$ cat config.mk
export PLATFORM = sky130hd
export DESIGN_NAME = two_digit_segment_display_mux
export DESIGN_NICKNAME = d
export VERILOG_FILES = /design/src/hdl/tdsd_pkg.sv /design/src/hdl/tdsd_digit.sv /design/src/hdl/two_digit_segment_display_mux.sv
export SDC_FILE = /design/constraint.sdc
export NUM_CORES = 1
export LEC_CHECK = 0
export BUFFER_PORTS_ARGS = -buffer_cell sky130_fd_sc_hd__buf_2
export CELL_PAD_IN_SITES_DETAIL_PLACEMENT = 1
export CELL_PAD_IN_SITES_GLOBAL_PLACEMENT = 2
export CORE_MARGIN = 2
export CORE_UTILIZATION = 38
export DETAILED_ROUTE_END_ITERATION = 8
export GPL_TIMING_DRIVEN = 0
export PLACE_DENSITY_LB_ADDON = 0.3
export SLEW_MARGIN = 40
export SYNTH_ARGS = -nofsm -noshare
export SYNTH_HDL_FRONTEND = slang
export SYNTH_HIERARCHICAL = 1
export SYNTH_SLANG_ARGS = --single-unit
$ cat constraint.sdc
create_clock -name clock -period 10.69 [get_ports clock]
set_clock_uncertainty 0.2 [all_clocks]
set_input_delay 1.6035 -clock clock [delete_from_list [all_inputs] [get_ports clock]]
set_output_delay 1.6035 -clock clock [all_outputs]
set_load 0.05 [all_outputs]
$ cat src/hdl/tdsd_pkg.sv
`timescale 1ns / 1ps
// ----------------------------------------------------------------------------
// tdsd_pkg: shared types and constants for the two-digit display multiplexer
// Display mode codes, register indexes, field widths and the segment table.
// ----------------------------------------------------------------------------
package tdsd_pkg;

   // Field widths
   localparam int STEP_W  = 8;
   localparam int PERIOD_W = 16;
   localparam int VALUE_W = 8;
   localparam int SEG_W   = 8;
   localparam int CSR_IDX_W  = 2;
   localparam int CSR_DATA_W = 16;

   // Display modes; the unused code behaves as blank
   typedef enum logic [1:0] {
      MODE_NORMAL = 2'd0,
      MODE_SET    = 2'd1,
      MODE_BLANK  = 2'd2,
      MODE_SPARE  = 2'd3
   } mode_type;

   // Register indexes
   localparam logic [CSR_IDX_W-1:0] CSR_TICK_STEP     = 2'd0;
   localparam logic [CSR_IDX_W-1:0] CSR_UPDATE_PERIOD = 2'd1;
   localparam logic [CSR_IDX_W-1:0] CSR_BLINK_PERIOD  = 2'd2;

   // Register reset values
   localparam logic [STEP_W-1:0]   TICK_STEP_RST     = 8'd1;
   localparam logic [PERIOD_W-1:0] UPDATE_PERIOD_RST = 16'd2;
   localparam logic [PERIOD_W-1:0] BLINK_PERIOD_RST  = 16'd100;

   // Largest value that fits on two digits
   localparam logic [VALUE_W-1:0] VALUE_MAX = 8'd99;

   // Seven-segment patterns, bit 0 is segment a
   typedef logic [SEG_W-1:0] seg_array_type [10];
   localparam seg_array_type SEG_TABLE = '{
      8'h3F, 8'h06, 8'h5B, 8'h4F, 8'h66, 8'h6D, 8'h7D, 8'h07, 8'h7F, 8'h6F
   };

   // One result word
   typedef struct packed {
      logic [SEG_W-1:0] segments;
      logic             tens_enable;
      logic             units_enable;
      logic             hidden;
   } rsp_word_type;

endpackage

$ cat src/hdl/tdsd_digit.sv
`timescale 1ns / 1ps
// ----------------------------------------------------------------------------
// tdsd_digit: value to segment pattern
// Saturates a value to 99, picks its tens or units digit and looks it up.
// ----------------------------------------------------------------------------
module tdsd_digit (
   input  logic [tdsd_pkg::VALUE_W-1:0] value,
   input  logic                         units_sel,
   output logic [tdsd_pkg::SEG_W-1:0]   segments
);
   import tdsd_pkg::*;

   logic [6:0]  sat_value;
   logic [14:0] tens_prod;
   logic [3:0]  tens_digit;
   logic [6:0]  tens_times10;
   logic [3:0]  units_digit;
   logic [3:0]  digit;

   // Clamp to two digits
   assign sat_value = (value > VALUE_MAX) ? VALUE_MAX[6:0] : value[6:0];

   // v / 10 as (v * 205) >> 11, exact for every 7-bit v
   assign tens_prod    = 15'(sat_value) * 15'd205;
   assign tens_digit   = tens_prod[14:11];
   assign tens_times10 = 7'({3'b000, tens_digit} * 7'd10);
   assign units_digit  = 4'(sat_value - tens_times10);

   assign digit    = units_sel ? units_digit : tens_digit;
   assign segments = SEG_TABLE[digit];

endmodule

$ cat src/hdl/two_digit_segment_display_mux.sv
`timescale 1ns / 1ps
// ----------------------------------------------------------------------------
// two_digit_segment_display_mux: tick-driven two-digit display multiplexer
// Counts ticks, alternates tens and units digits and handles blink and blank.
// ----------------------------------------------------------------------------
// Each accepted req word is one timer tick and yields exactly one rsp word
// holding the display latches after that tick. A tick is accepted in every
// cycle while req_stall is low: the counter and latch update is one pass of
// logic into the state registers, and the result goes to a two-word output
// buffer (output register plus skid register), so req_stall rises only once
// both hold unread words. The csr port may be written only while no tick is
// in flight.
// ----------------------------------------------------------------------------
module two_digit_segment_display_mux (
   input  logic                            clock,
   input  logic                            reset,
   // configuration
   input  logic                            csr_write_enable,
   input  logic [tdsd_pkg::CSR_IDX_W-1:0]  csr_index,
   input  logic [tdsd_pkg::CSR_DATA_W-1:0] csr_write_data,
   // tick input
   input  logic                            req_valid,
   output logic                            req_stall,
   input  logic [1:0]                      req_mode,
   input  logic [tdsd_pkg::VALUE_W-1:0]    req_measured_value,
   input  logic [tdsd_pkg::VALUE_W-1:0]    req_target_value,
   // display output
   output logic                            rsp_valid,
   input  logic                            rsp_stall,
   output logic [tdsd_pkg::SEG_W-1:0]      rsp_segments,
   output logic                            rsp_tens_enable,
   output logic                            rsp_units_enable,
   output logic                            rsp_hidden
);
   import tdsd_pkg::*;

   // Configuration registers
   logic [STEP_W-1:0]   tick_step_ff;
   logic [PERIOD_W-1:0] update_period_ff;
   logic [PERIOD_W-1:0] blink_period_ff;

   // Display state
   logic [PERIOD_W-1:0] update_count_ff, update_count_in;
   logic [PERIOD_W-1:0] blink_count_ff, blink_count_in;
   logic                next_is_units_ff, next_is_units_in;
   logic                hidden_ff, hidden_in;
   logic [SEG_W-1:0]    segment_ff, segment_in;
   logic                tens_ff, tens_in;
   logic                units_ff, units_in;

   // Output buffer
   rsp_word_type out_word_ff, out_word_in;
   rsp_word_type skid_word_ff, skid_word_in;
   logic         out_valid_ff, out_valid_in;
   logic         skid_valid_ff, skid_valid_in;

   logic                req_accept;
   logic                out_taken;
   mode_type            mode;
   logic [VALUE_W-1:0]  shown_value;
   logic [SEG_W-1:0]    digit_segments;
   logic [PERIOD_W:0]   update_sum;
   logic [PERIOD_W:0]   blink_sum;
   logic                refresh;
   logic                blink_wrap;
   rsp_word_type        new_word;

   assign req_stall  = skid_valid_ff;
   assign req_accept = req_valid && !skid_valid_ff;
   assign out_taken  = out_valid_ff && !rsp_stall;

   assign mode = mode_type'(req_mode);

   // Digit lookup for the value of the current mode
   assign shown_value = (mode == MODE_SET) ? req_target_value : req_measured_value;

   tdsd_digit u_digit (
      .value     (shown_value),
      .units_sel (next_is_units_ff),
      .segments  (digit_segments)
   );

   // Counter sums and period checks
   assign update_sum = {1'b0, update_count_ff} + (PERIOD_W+1)'(tick_step_ff);
   assign blink_sum  = {1'b0, blink_count_ff} + (PERIOD_W+1)'(tick_step_ff);
   assign refresh    = update_sum >= {1'b0, update_period_ff};
   assign blink_wrap = blink_sum >= {1'b0, blink_period_ff};

   // Next display state for one tick
   always_comb begin
      update_count_in  = update_count_ff;
      blink_count_in   = blink_count_ff;
      next_is_units_in = next_is_units_ff;
      hidden_in        = hidden_ff;
      segment_in       = segment_ff;
      tens_in          = tens_ff;
      units_in         = units_ff;
      if (refresh) begin
         update_count_in = '0;
         case (mode)
            MODE_NORMAL, MODE_SET: begin
               if (!hidden_ff) begin
                  tens_in    = !next_is_units_ff;
                  units_in   = next_is_units_ff;
                  segment_in = digit_segments;
               end
               next_is_units_in = !next_is_units_ff;
               if (mode == MODE_SET) begin
                  if (blink_wrap) begin
                     segment_in     = '0;
                     hidden_in      = !hidden_ff;
                     blink_count_in = '0;
                  end else begin
                     blink_count_in = blink_sum[PERIOD_W-1:0];
                  end
               end
            end
            default: begin
               segment_in = '0;
            end
         endcase
      end else begin
         update_count_in = update_sum[PERIOD_W-1:0];
      end
   end

   assign new_word = '{segments:     segment_in,
                       tens_enable:  tens_in,
                       units_enable: units_in,
                       hidden:       hidden_in};

   // Output register and skid register
   always_comb begin
      out_word_in   = out_word_ff;
      out_valid_in  = out_valid_ff && !out_taken;
      skid_word_in  = skid_word_ff;
      skid_valid_in = skid_valid_ff;
      if (!out_valid_ff || out_taken) begin
         if (skid_valid_ff) begin
            out_word_in   = skid_word_ff;
            out_valid_in  = 1'b1;
            skid_valid_in = 1'b0;
         end else if (req_accept) begin
            out_word_in  = new_word;
            out_valid_in = 1'b1;
         end
      end else if (req_accept) begin
         skid_word_in  = new_word;
         skid_valid_in = 1'b1;
      end
   end

   // Configuration writes
   always_ff @(posedge clock) begin
      if (reset) begin
         tick_step_ff     <= TICK_STEP_RST;
         update_period_ff <= UPDATE_PERIOD_RST;
         blink_period_ff  <= BLINK_PERIOD_RST;
      end else if (csr_write_enable) begin
         unique case (csr_index)
            CSR_TICK_STEP:     tick_step_ff     <= csr_write_data[STEP_W-1:0];
            CSR_UPDATE_PERIOD: update_period_ff <= csr_write_data[PERIOD_W-1:0];
            CSR_BLINK_PERIOD:  blink_period_ff  <= csr_write_data[PERIOD_W-1:0];
            default: ;
         endcase
      end
   end

   // Display state, updated once per accepted tick
   always_ff @(posedge clock) begin
      if (reset) begin
         update_count_ff  <= '0;
         blink_count_ff   <= '0;
         next_is_units_ff <= 1'b0;
         hidden_ff        <= 1'b0;
         segment_ff       <= '0;
         tens_ff          <= 1'b0;
         units_ff         <= 1'b0;
      end else if (req_accept) begin
         update_count_ff  <= update_count_in;
         blink_count_ff   <= blink_count_in;
         next_is_units_ff <= next_is_units_in;
         hidden_ff        <= hidden_in;
         segment_ff       <= segment_in;
         tens_ff          <= tens_in;
         units_ff         <= units_in;
      end
   end

   // Output buffer registers
   always_ff @(posedge clock) begin
      if (reset) begin
         out_valid_ff  <= 1'b0;
         skid_valid_ff <= 1'b0;
      end else begin
         out_valid_ff  <= out_valid_in;
         skid_valid_ff <= skid_valid_in;
      end
      out_word_ff  <= out_word_in;
      skid_word_ff <= skid_word_in;
   end

   assign rsp_valid        = out_valid_ff;
   assign rsp_segments     = out_word_ff.segments;
   assign rsp_tens_enable  = out_word_ff.tens_enable;
   assign rsp_units_enable = out_word_ff.units_enable;
   assign rsp_hidden       = out_word_ff.hidden;

endmodule
# Yosys cells after proc, flatten, opt, wreduce, memory -nomap -nowiden
# Memory sizes are Yosys's and may differ from the RTL's.
# Cells that the tools add are included.
[word_totals]
ff_bits = 108
romBits = 128
input_bits = 41
output_inout_bits = 13
memories = 1
[mem_list]
columns = ["name", "depth", "word_bits", "rd", "rd_clocked_by_memory_dff", "wr", "line_no", "text"]
rows = [
  ["(no name shown)", 16, 8, 1, 0, 0, "tdsd_digit.sv:30", "assign segments = SEG_TABLE[digit];"],
]
[classes]
addsub = 3
n_mul = 2
order_cmp = 4
n_eq_ne = 3
muxes = 27
bitwise_logic = 2
n_reduce_logical = 22
[op_table]
columns = ["operator", "n"]
rows = [
  ["8-bit two-way mux", 8],
  ["16-bit by 8-bit adder with 17-bit output", 2],
  ["17-bit by 16-bit >= comparator with 1-bit output", 2],
  ["16-bit two-way mux", 2],
  ["11-bit two-way mux", 2],
  ["7-bit by 8-bit multiplier with 15-bit output (second input constant)", 1],
  ["1-bit two-way mux", 13],
  ["2-bit AND reduction", 5],
  ["8-bit by 7-bit greater-than comparator with 1-bit output (second input constant)", 1],
  ["7-bit two-way mux", 1],
  ["1-bit zero test", 6],
  ["5-bit >= comparator (second input constant)", 1],
  ["4-bit NOT with 5-bit output", 1],
  ["2-bit by 1-bit equality test with 1-bit output (second input constant)", 2],
  ["2-bit zero test", 2],
  ["4-bit by 3-bit multiplier with 3-bit output (second input constant)", 1],
  ["4-bit two-way mux", 1],
  ["4-bit AND reduction", 1],
  ["2-bit OR reduction", 2],
  ["4-bit subtractor", 1],
  ["1-bit logical AND", 3],
  ["3-bit AND reduction", 1],
  ["2-bit equality test (second input constant)", 1],
  ["2-bit nonzero test", 1],
  ["2 further kinds", 2],
]

# Depth between registers and ports, before layout
[logic_depth]
ltp_word = 19
depth_mapped = 29

# Hierarchy
# Netlist, hierarchy kept.
[by_module_without_submodules]
columns = ["mod", "instances", "cells_per_inst", "area_per_inst_um2", "seq_area_each_um2"]
rows = [
  ["two_digit_segment_display_mux", 1, 717, 6222.2, 2382.3],
  ["tdsd_digit", 1, 148, 1248.7, 0.0],
]

# Least setup slack after synthesis
# Ideal clock, no wire load.
[synth_timing]
path_type = "input port to flip-flop"
from = "input req_mode[0]"
to = "register out_word_ff, in the netlist rsp_segments[4], data pin"
setup_time_ns = 0.261
arrival_ns = 7.949
required_ns = 10.229
slack_ns = 2.280
cell_stages = 28
n_path_buf = 2
path_cell_list = "nor2b_1 clkbuf_1 mux2_2 a21oi_2 clkbuf_1 nor2_1 or2_2 ha_1 inv_1 fa_1 inv_1 ha_1 ha_1 ha_1 a21o_1 a21oi_1 o21ai_0 a211oi_1 a21oi_1 ha_1 fa_1 xnor2_1 xnor3_1 o22ai_2 mux2_2 mux2i_1 nor2_1 a221o_1"
[synth_between]
elab_chain_len = 19
[synth_rtl]
columns = ["item", "line_no", "text"]
rows = [
  ["from (decl)", "two_digit_segment_display_mux.sv:24", "input logic [1:0] req_mode,"],
  ["2-bit by 1-bit equality test with 1-bit output *", "two_digit_segment_display_mux.sv:75", "assign shown_value = (mode == MODE_SET) ? req_target_value : req_measured_value;"],
  ["8-bit two-way mux *", "two_digit_segment_display_mux.sv:75", ""],
  ["named net shown_value[5]", "two_digit_segment_display_mux.sv:60", "logic [VALUE_W-1:0] shown_value;"],
  ["8-bit by 7-bit greater-than comparator with 1-bit output", "tdsd_digit.sv:21", "assign sat_value = (value > VALUE_MAX) ? VALUE_MAX[6:0] : value[6:0];"],
  ["7-bit two-way mux *", "tdsd_digit.sv:21", ""],
  ["7-bit by 8-bit multiplier with 15-bit output", "tdsd_digit.sv:24", "assign tens_prod = 15'(sat_value) * 15'd205;"],
  ["4-bit by 3-bit multiplier with 3-bit output", "tdsd_digit.sv:26", "assign tens_times10 = 7'({3'b000, tens_digit} * 7'd10);"],
  ["4-bit subtractor", "tdsd_digit.sv:27", "assign units_digit = 4'(sat_value - tens_times10);"],
  ["(+5 left out)", "-", ""],
  ["named net digit_segments[4]", "two_digit_segment_display_mux.sv:61", "logic [SEG_W-1:0] digit_segments;"],
  ["8-bit two-way mux *", "two_digit_segment_display_mux.sv:102", "if (!hidden_ff) begin"],
  ["8-bit two-way mux", "two_digit_segment_display_mux.sv:109", "if (blink_wrap) begin"],
  ["8-bit two-way mux *", "two_digit_segment_display_mux.sv:108", "if (mode == MODE_SET) begin"],
  ["8-bit two-way mux *", "two_digit_segment_display_mux.sv:100", "case (mode)"],
  ["8-bit two-way mux *", "two_digit_segment_display_mux.sv:98", "if (refresh) begin"],
  ["11-bit two-way mux *", "two_digit_segment_display_mux.sv:143", "end else if (req_accept) begin"],
  ["11-bit two-way mux *", "two_digit_segment_display_mux.sv:139", "if (skid_valid_ff) begin"],
  ["to (signal assigned)", "two_digit_segment_display_mux.sv:199", "out_word_ff <= out_word_in;"],
  ["to (decl)", "two_digit_segment_display_mux.sv:52", "rsp_word_type out_word_ff, out_word_in;"],
]
# The timed path passes the listed nets; every way through them passes the cells marked *. The select of a mux whose other input is x is not followed.
# A chain may end at the register's enable or synchronous reset.

# Worst setup path after layout
[layout_timing]
from = "input req_mode[1]"
to = "register out_word_ff, in the netlist rsp_segments[3], data pin"
# Same word-level chain as after synthesis.

==> reports/metrics.sh <==
SHARE_OF_LAYOUT_CELLS_ABOVE_DRIVE_STRENGTH_1=0.122
DIE_AREA_UM2=20800
TIMING.FMAX_MHz=110
AREA.GROWTH.SYNTH_TO_FINAL_PCT=11.8
CTS_TREE='built'
CTS.REPAIR.RESIZED=0
FP.DIEH_UM=144
PLACEMENTROWS=51
CLOCK_TREE.BUFFER_DEPTH=2
CRITICAL_PATH.SLOWEST_CELL='sky130_fd_sc_hd__clkbuf_1'
NUMBER_OF_ANTENNA_VIOLATIONS_AT_THE_FIRST_CHECK_IN_GLOBAL_ROUTING=0
CP_COMMON_CELL='sky130_fd_sc_hd__ha_1'
CP_DATA_REQUIRED_TIME_PS=10610
SETUP_VIOLATIONS=0
FIN_CELLS=1198
YOSYS_REGISTER_BITS=108
WORST_R2R_PATH_DEPTH=18
CRITICAL-PATH-MAX-STAGE-DELAY_PS=550
CORE_REGION_AREA_UM2=19400
DRTPASS1ITERATIONS=4
DRTANTENNAVIOLNETS=0
GLOBAL_ROUTE.OVERFLOW_TOTAL=0
CP.ARRIVAL_PS=9010
POWER_LEAKAGE_nW=3.56
POST-CTS-SETUP-BUFFERS=0
TIMING.FINAL.CRIT_SHARE=0.851
NUM_IO_PINS=54
TIMING.CRITICAL_PATH.MAX_DELAY_FAMILY='adder cells'
ROUTED_WL_MM=20.9
MAX-SLEW-MARGIN-REL=0.453
CTS.REPORTEDPATHS.CLKPINSLEW_PS=80
ROUTABILITY_CONGESTION_ESTIMATE_FROM_GLOBAL_PLACEMENT=0.812
NUMBER_OF_ENABLE_FLIP_FLOP_CELLS_AFTER_SYNTHESIS=22
POSTSYNTH.TOPFLOPCELL='sky130_fd_sc_hd__dfxtp_1'
ROOT_BUFFER='sky130_fd_sc_hd__clkbuf_16'
DR.FIRST_ITER.DRC_COUNT=282
CRITICAL_PATH.STARTPOINT_TYPE='primary input'
WORST_SKEW_PAIR.LATE_LATENCY_PS=360
CRITICAL_PATH_DEPTH=29
POST_SYNTH_NUM_CELL_TYPES=76
YOSYS_WARNINGS=6
GRT_MAX_DEGREE=20
POST_SYNTHESIS_CELL_COUNT=865
CRIT_PATH_END='rsp_segments[3]$_DFFE_PP_'
CTS-HTREE-LEVELS=3
TIMING.CRITICAL_PATH.TO_TYPE='flip-flop'
CTS-HOLD-FIX-BUFFERS=0
DRT_DRC_VIOLATIONS_LEFT=0
POST-DP-HPWL_MM=16.3
POWERDENSITY_nW_PER_UM2=147
CTS.SINK_COUNT=108
GRT_FIRST_PASS_WIRELENGTH_MM=33.3
COUNT_OF_BUFFER_AND_INVERTER_CELLS_ON_THE_CRITICAL_PATH=5
LAYOUT_MIN_CYCLE_TIME_PS=9090
R2R-START='tick_step_ff[0]$_SDFFE_PP1P_'
WORST_R2R_ENDPOINT='rsp_segments[6]$_DFFE_PP_'
TRITONCTS.NUM_BUFFERS=9
SYNTH_AREA_PER_CELL_UM2=8.64
GRT_PASS1_VIAS=6409
OUTCOME='completed'
DP_CELLS=1182
AVGROUTEDWIREPERCELL_UM=17.4
PLACE.PORT_BUFFERS=52
NUM-NETS-FINAL=1062
WORST_SLEW_PIN_SLEW_PS=821
YOSYSSEQAREASHARE=0.319
FINAL_COUNT_OF_PINS_VIOLATING_MAX_SLEW=0
MAX_CAP_VIOLATIONS=0
WORSTSETUPSTARTPOINT='req_mode[1]'
NUM_VIAS=6323
DIE_W_UM=144
RSZ0062_AT_GRT='false'
WORST_REG2REG_SETUP_SLACK_PS=5550
CRITPATHKIND='in -> reg'
WORST_HOLD_PATH_TYPE='reg -> reg'
INSERTEDDIODECOUNT=0
GRT.TOTAL_USAGE=0.207
SYNTH_NET_COUNT=999
VDD_IR_DROP_MAX_uV=74.2
HOLD_VIOL_FINAL=0
ASYNCSETRESETFLOPFRACSYNTH=0
START_UTIL=0.385
AREA_OF_THE_MAPPED_NETLIST_UM2=7470
NUM-FILL-CELLS=2404
ROUTE.DETAILED.VIAS_PER_INST=5.28
CRIT_FANOUT=10
TIMING.SETUP.TNS_PS=0
final cells by class:
class | instances | area, um^2 | area share
clock buffers | 9 | 225 | 0.0270
plain buffers | 38 | 166 | 0.0199
multi-input cells | 643 | 4640 | 0.556
repair buffers | 52 | 260 | 0.0312
flip-flops and latches | 108 | 2380 | 0.285
inverters | 76 | 285 | 0.0342
well taps | 265 | 332 | 0.0397
clock inverters | 7 | 58.8 | 0.00704
cell usage after synthesis (8+ instances only):
cell type	n	area [um^2]
sky130_fd_sc_hd__nand2_1	120	450
sky130_fd_sc_hd__dfxtp_1	86	1720
sky130_fd_sc_hd__ha_1	82	1030
sky130_fd_sc_hd__inv_1	76	285
sky130_fd_sc_hd__a21oi_1	68	340
sky130_fd_sc_hd__nor2_1	46	173
sky130_fd_sc_hd__clkbuf_1	25	93.8
sky130_fd_sc_hd__nand3_1	24	120
sky130_fd_sc_hd__xnor2_1	23	201
sky130_fd_sc_hd__edfxtp_1	22	661
sky130_fd_sc_hd__a22o_1	21	184
sky130_fd_sc_hd__nor3_1	20	100
sky130_fd_sc_hd__and3_1	17	106
sky130_fd_sc_hd__mux2i_1	17	170
sky130_fd_sc_hd__o21ai_0	13	65.1
sky130_fd_sc_hd__o21ai_1	13	65.1
sky130_fd_sc_hd__mux2_2	12	135
sky130_fd_sc_hd__nand4_1	12	75.1
sky130_fd_sc_hd__fa_1	11	220
sky130_fd_sc_hd__o211ai_1	10	75.1
sky130_fd_sc_hd__nand2b_1	9	56.3
sky130_fd_sc_hd__nor2b_1	9	56.3
sky130_fd_sc_hd__a221o_1	8	80.1
sky130_fd_sc_hd__xor2_1	8	70.1
cells by family (layout without fill, tap and decap cells):
group           count (synthesis)  after routing  synth area share
compound gates                195            195             0.186
fa+ha+maj                      93             93             0.167
other cells                     1              1          0.000502
xor+xnor                       32             32            0.0394
flops                         108            108             0.319
mux                            30             30            0.0424
simple gates                  292            292             0.185
buf+inv                       114            182            0.0605
worst reg2reg max path, stage by stage, from the launching register on:
cell                        delay, ps
sky130_fd_sc_hd__dfxtp_1          420
sky130_fd_sc_hd__ha_1             240
sky130_fd_sc_hd__inv_1             80
sky130_fd_sc_hd__fa_1             410
sky130_fd_sc_hd__nor2b_1          200
sky130_fd_sc_hd__o2111ai_2        150
sky130_fd_sc_hd__and3_1           230
sky130_fd_sc_hd__nor3_1           310
sky130_fd_sc_hd__nand3_1          200
sky130_fd_sc_hd__xnor2_1          220
sky130_fd_sc_hd__ha_1             290
sky130_fd_sc_hd__a22oi_1          170
sky130_fd_sc_hd__o211ai_1         110
sky130_fd_sc_hd__o31ai_1          320
sky130_fd_sc_hd__nand2_1          150
sky130_fd_sc_hd__a311o_2          410
sky130_fd_sc_hd__a211oi_4         500
sky130_fd_sc_hd__buf_6            220
sky130_fd_sc_hd__a221o_1          180
power breakdown:
group | internal, mW | switching [mW]
combinational | 0.170 | 0.269
clock | 0.163 | 0.171
sequential | 0.442 | 0.0126
total | 0.774 | 0.453
flip-flops by register name, summed over array words and instances (netlist names):
register,flops
blink_count_ff,16
update_count_ff,16
update_period_ff,16
units_ff,1
rsp_hidden,1
rsp_valid,1
rsp_units_enable,1
req_stall,1
hidden_ff,1
next_is_units_ff,1
blink_period_ff,16
tick_step_ff,8
segment_ff,8
rsp_tens_enable,1
tens_ff,1
skid_word_ff,11
rsp_segments,8
cells in the final DEF (no fill, tap or decap), drive strengths merged, types with 4 or more instances in the layout:
master | netlist | final
xor2 | 8 | 8
nand2 | 120 | 120
o31ai | 6 | 6
clkbuf | 25 | 34
a31o | 4 | 4
inv | 76 | 80
nor2b | 9 | 9
a21o | 6 | 6
buf | 13 | 65
or4 | 6 | 6
o211ai | 12 | 12
a211oi | 4 | 4
o21ai | 26 | 26
mux2 | 13 | 13
and2 | 7 | 7
nor3 | 20 | 20
a22o | 21 | 21
edfxtp | 22 | 22
mux2i | 17 | 17
nand2b | 9 | 9
fa | 11 | 11
a221o | 8 | 8
a31oi | 6 | 6
a311oi | 4 | 4
or2 | 6 | 6
nand3 | 25 | 25
and3 | 18 | 18
nor2 | 48 | 48
ha | 82 | 82
a21oi | 71 | 71
nand4 | 12 | 12
dfxtp | 86 | 86
xnor2 | 23 | 23
per-layer routing:
metal / track usage / vias up / routed length, um
met5: 0 / - / 0
met4: 0.0506 / 0 / 296
met3: 0.0248 / 21 / 381
met2: 0.346 / 65 / 9610
met1: 0.286 / 3055 / 10600
li1: - / 3182 / -
metrics by stage:
step / hold slack, ps / area, um^2 / util / setup slack [ps] / total power [mW]
after floorplan: 236 / 7470 / - / 2280 / 0.786
after global placement: 244 / 8060 / 0.416 / 1230 / 0.893
after detailed placement: 247 / 8070 / 0.416 / 1130 / 0.903
after CTS: 258 / 8350 / 0.431 / 1510 / 1.24
after global routing: 280 / 8350 / 0.431 / 948 / 1.32
final: 255 / 8350 / 0.431 / 1600 / 1.23
worst min-delay path by stage:
stage	from	endpoint	slack [ps]	cells past startpoint
final	update_period_ff[13]$_SDFFE_PP0P_	update_period_ff[13]$_SDFFE_PP0P_	260	2
after global routing	update_period_ff[13]$_SDFFE_PP0P_	update_period_ff[13]$_SDFFE_PP0P_	280	2
after CTS	update_period_ff[13]$_SDFFE_PP0P_	update_period_ff[13]$_SDFFE_PP0P_	260	2
after detailed placement	update_period_ff[13]$_SDFFE_PP0P_	update_period_ff[13]$_SDFFE_PP0P_	250	2
after global placement	update_period_ff[4]$_SDFFE_PP0P_	update_period_ff[4]$_SDFFE_PP0P_	240	2
after floorplan	update_count_ff[0]$_SDFFE_PP0P_	update_count_ff[0]$_SDFFE_PP0P_	240	2
No activity file was read; power rests on OpenSTA's default activity.
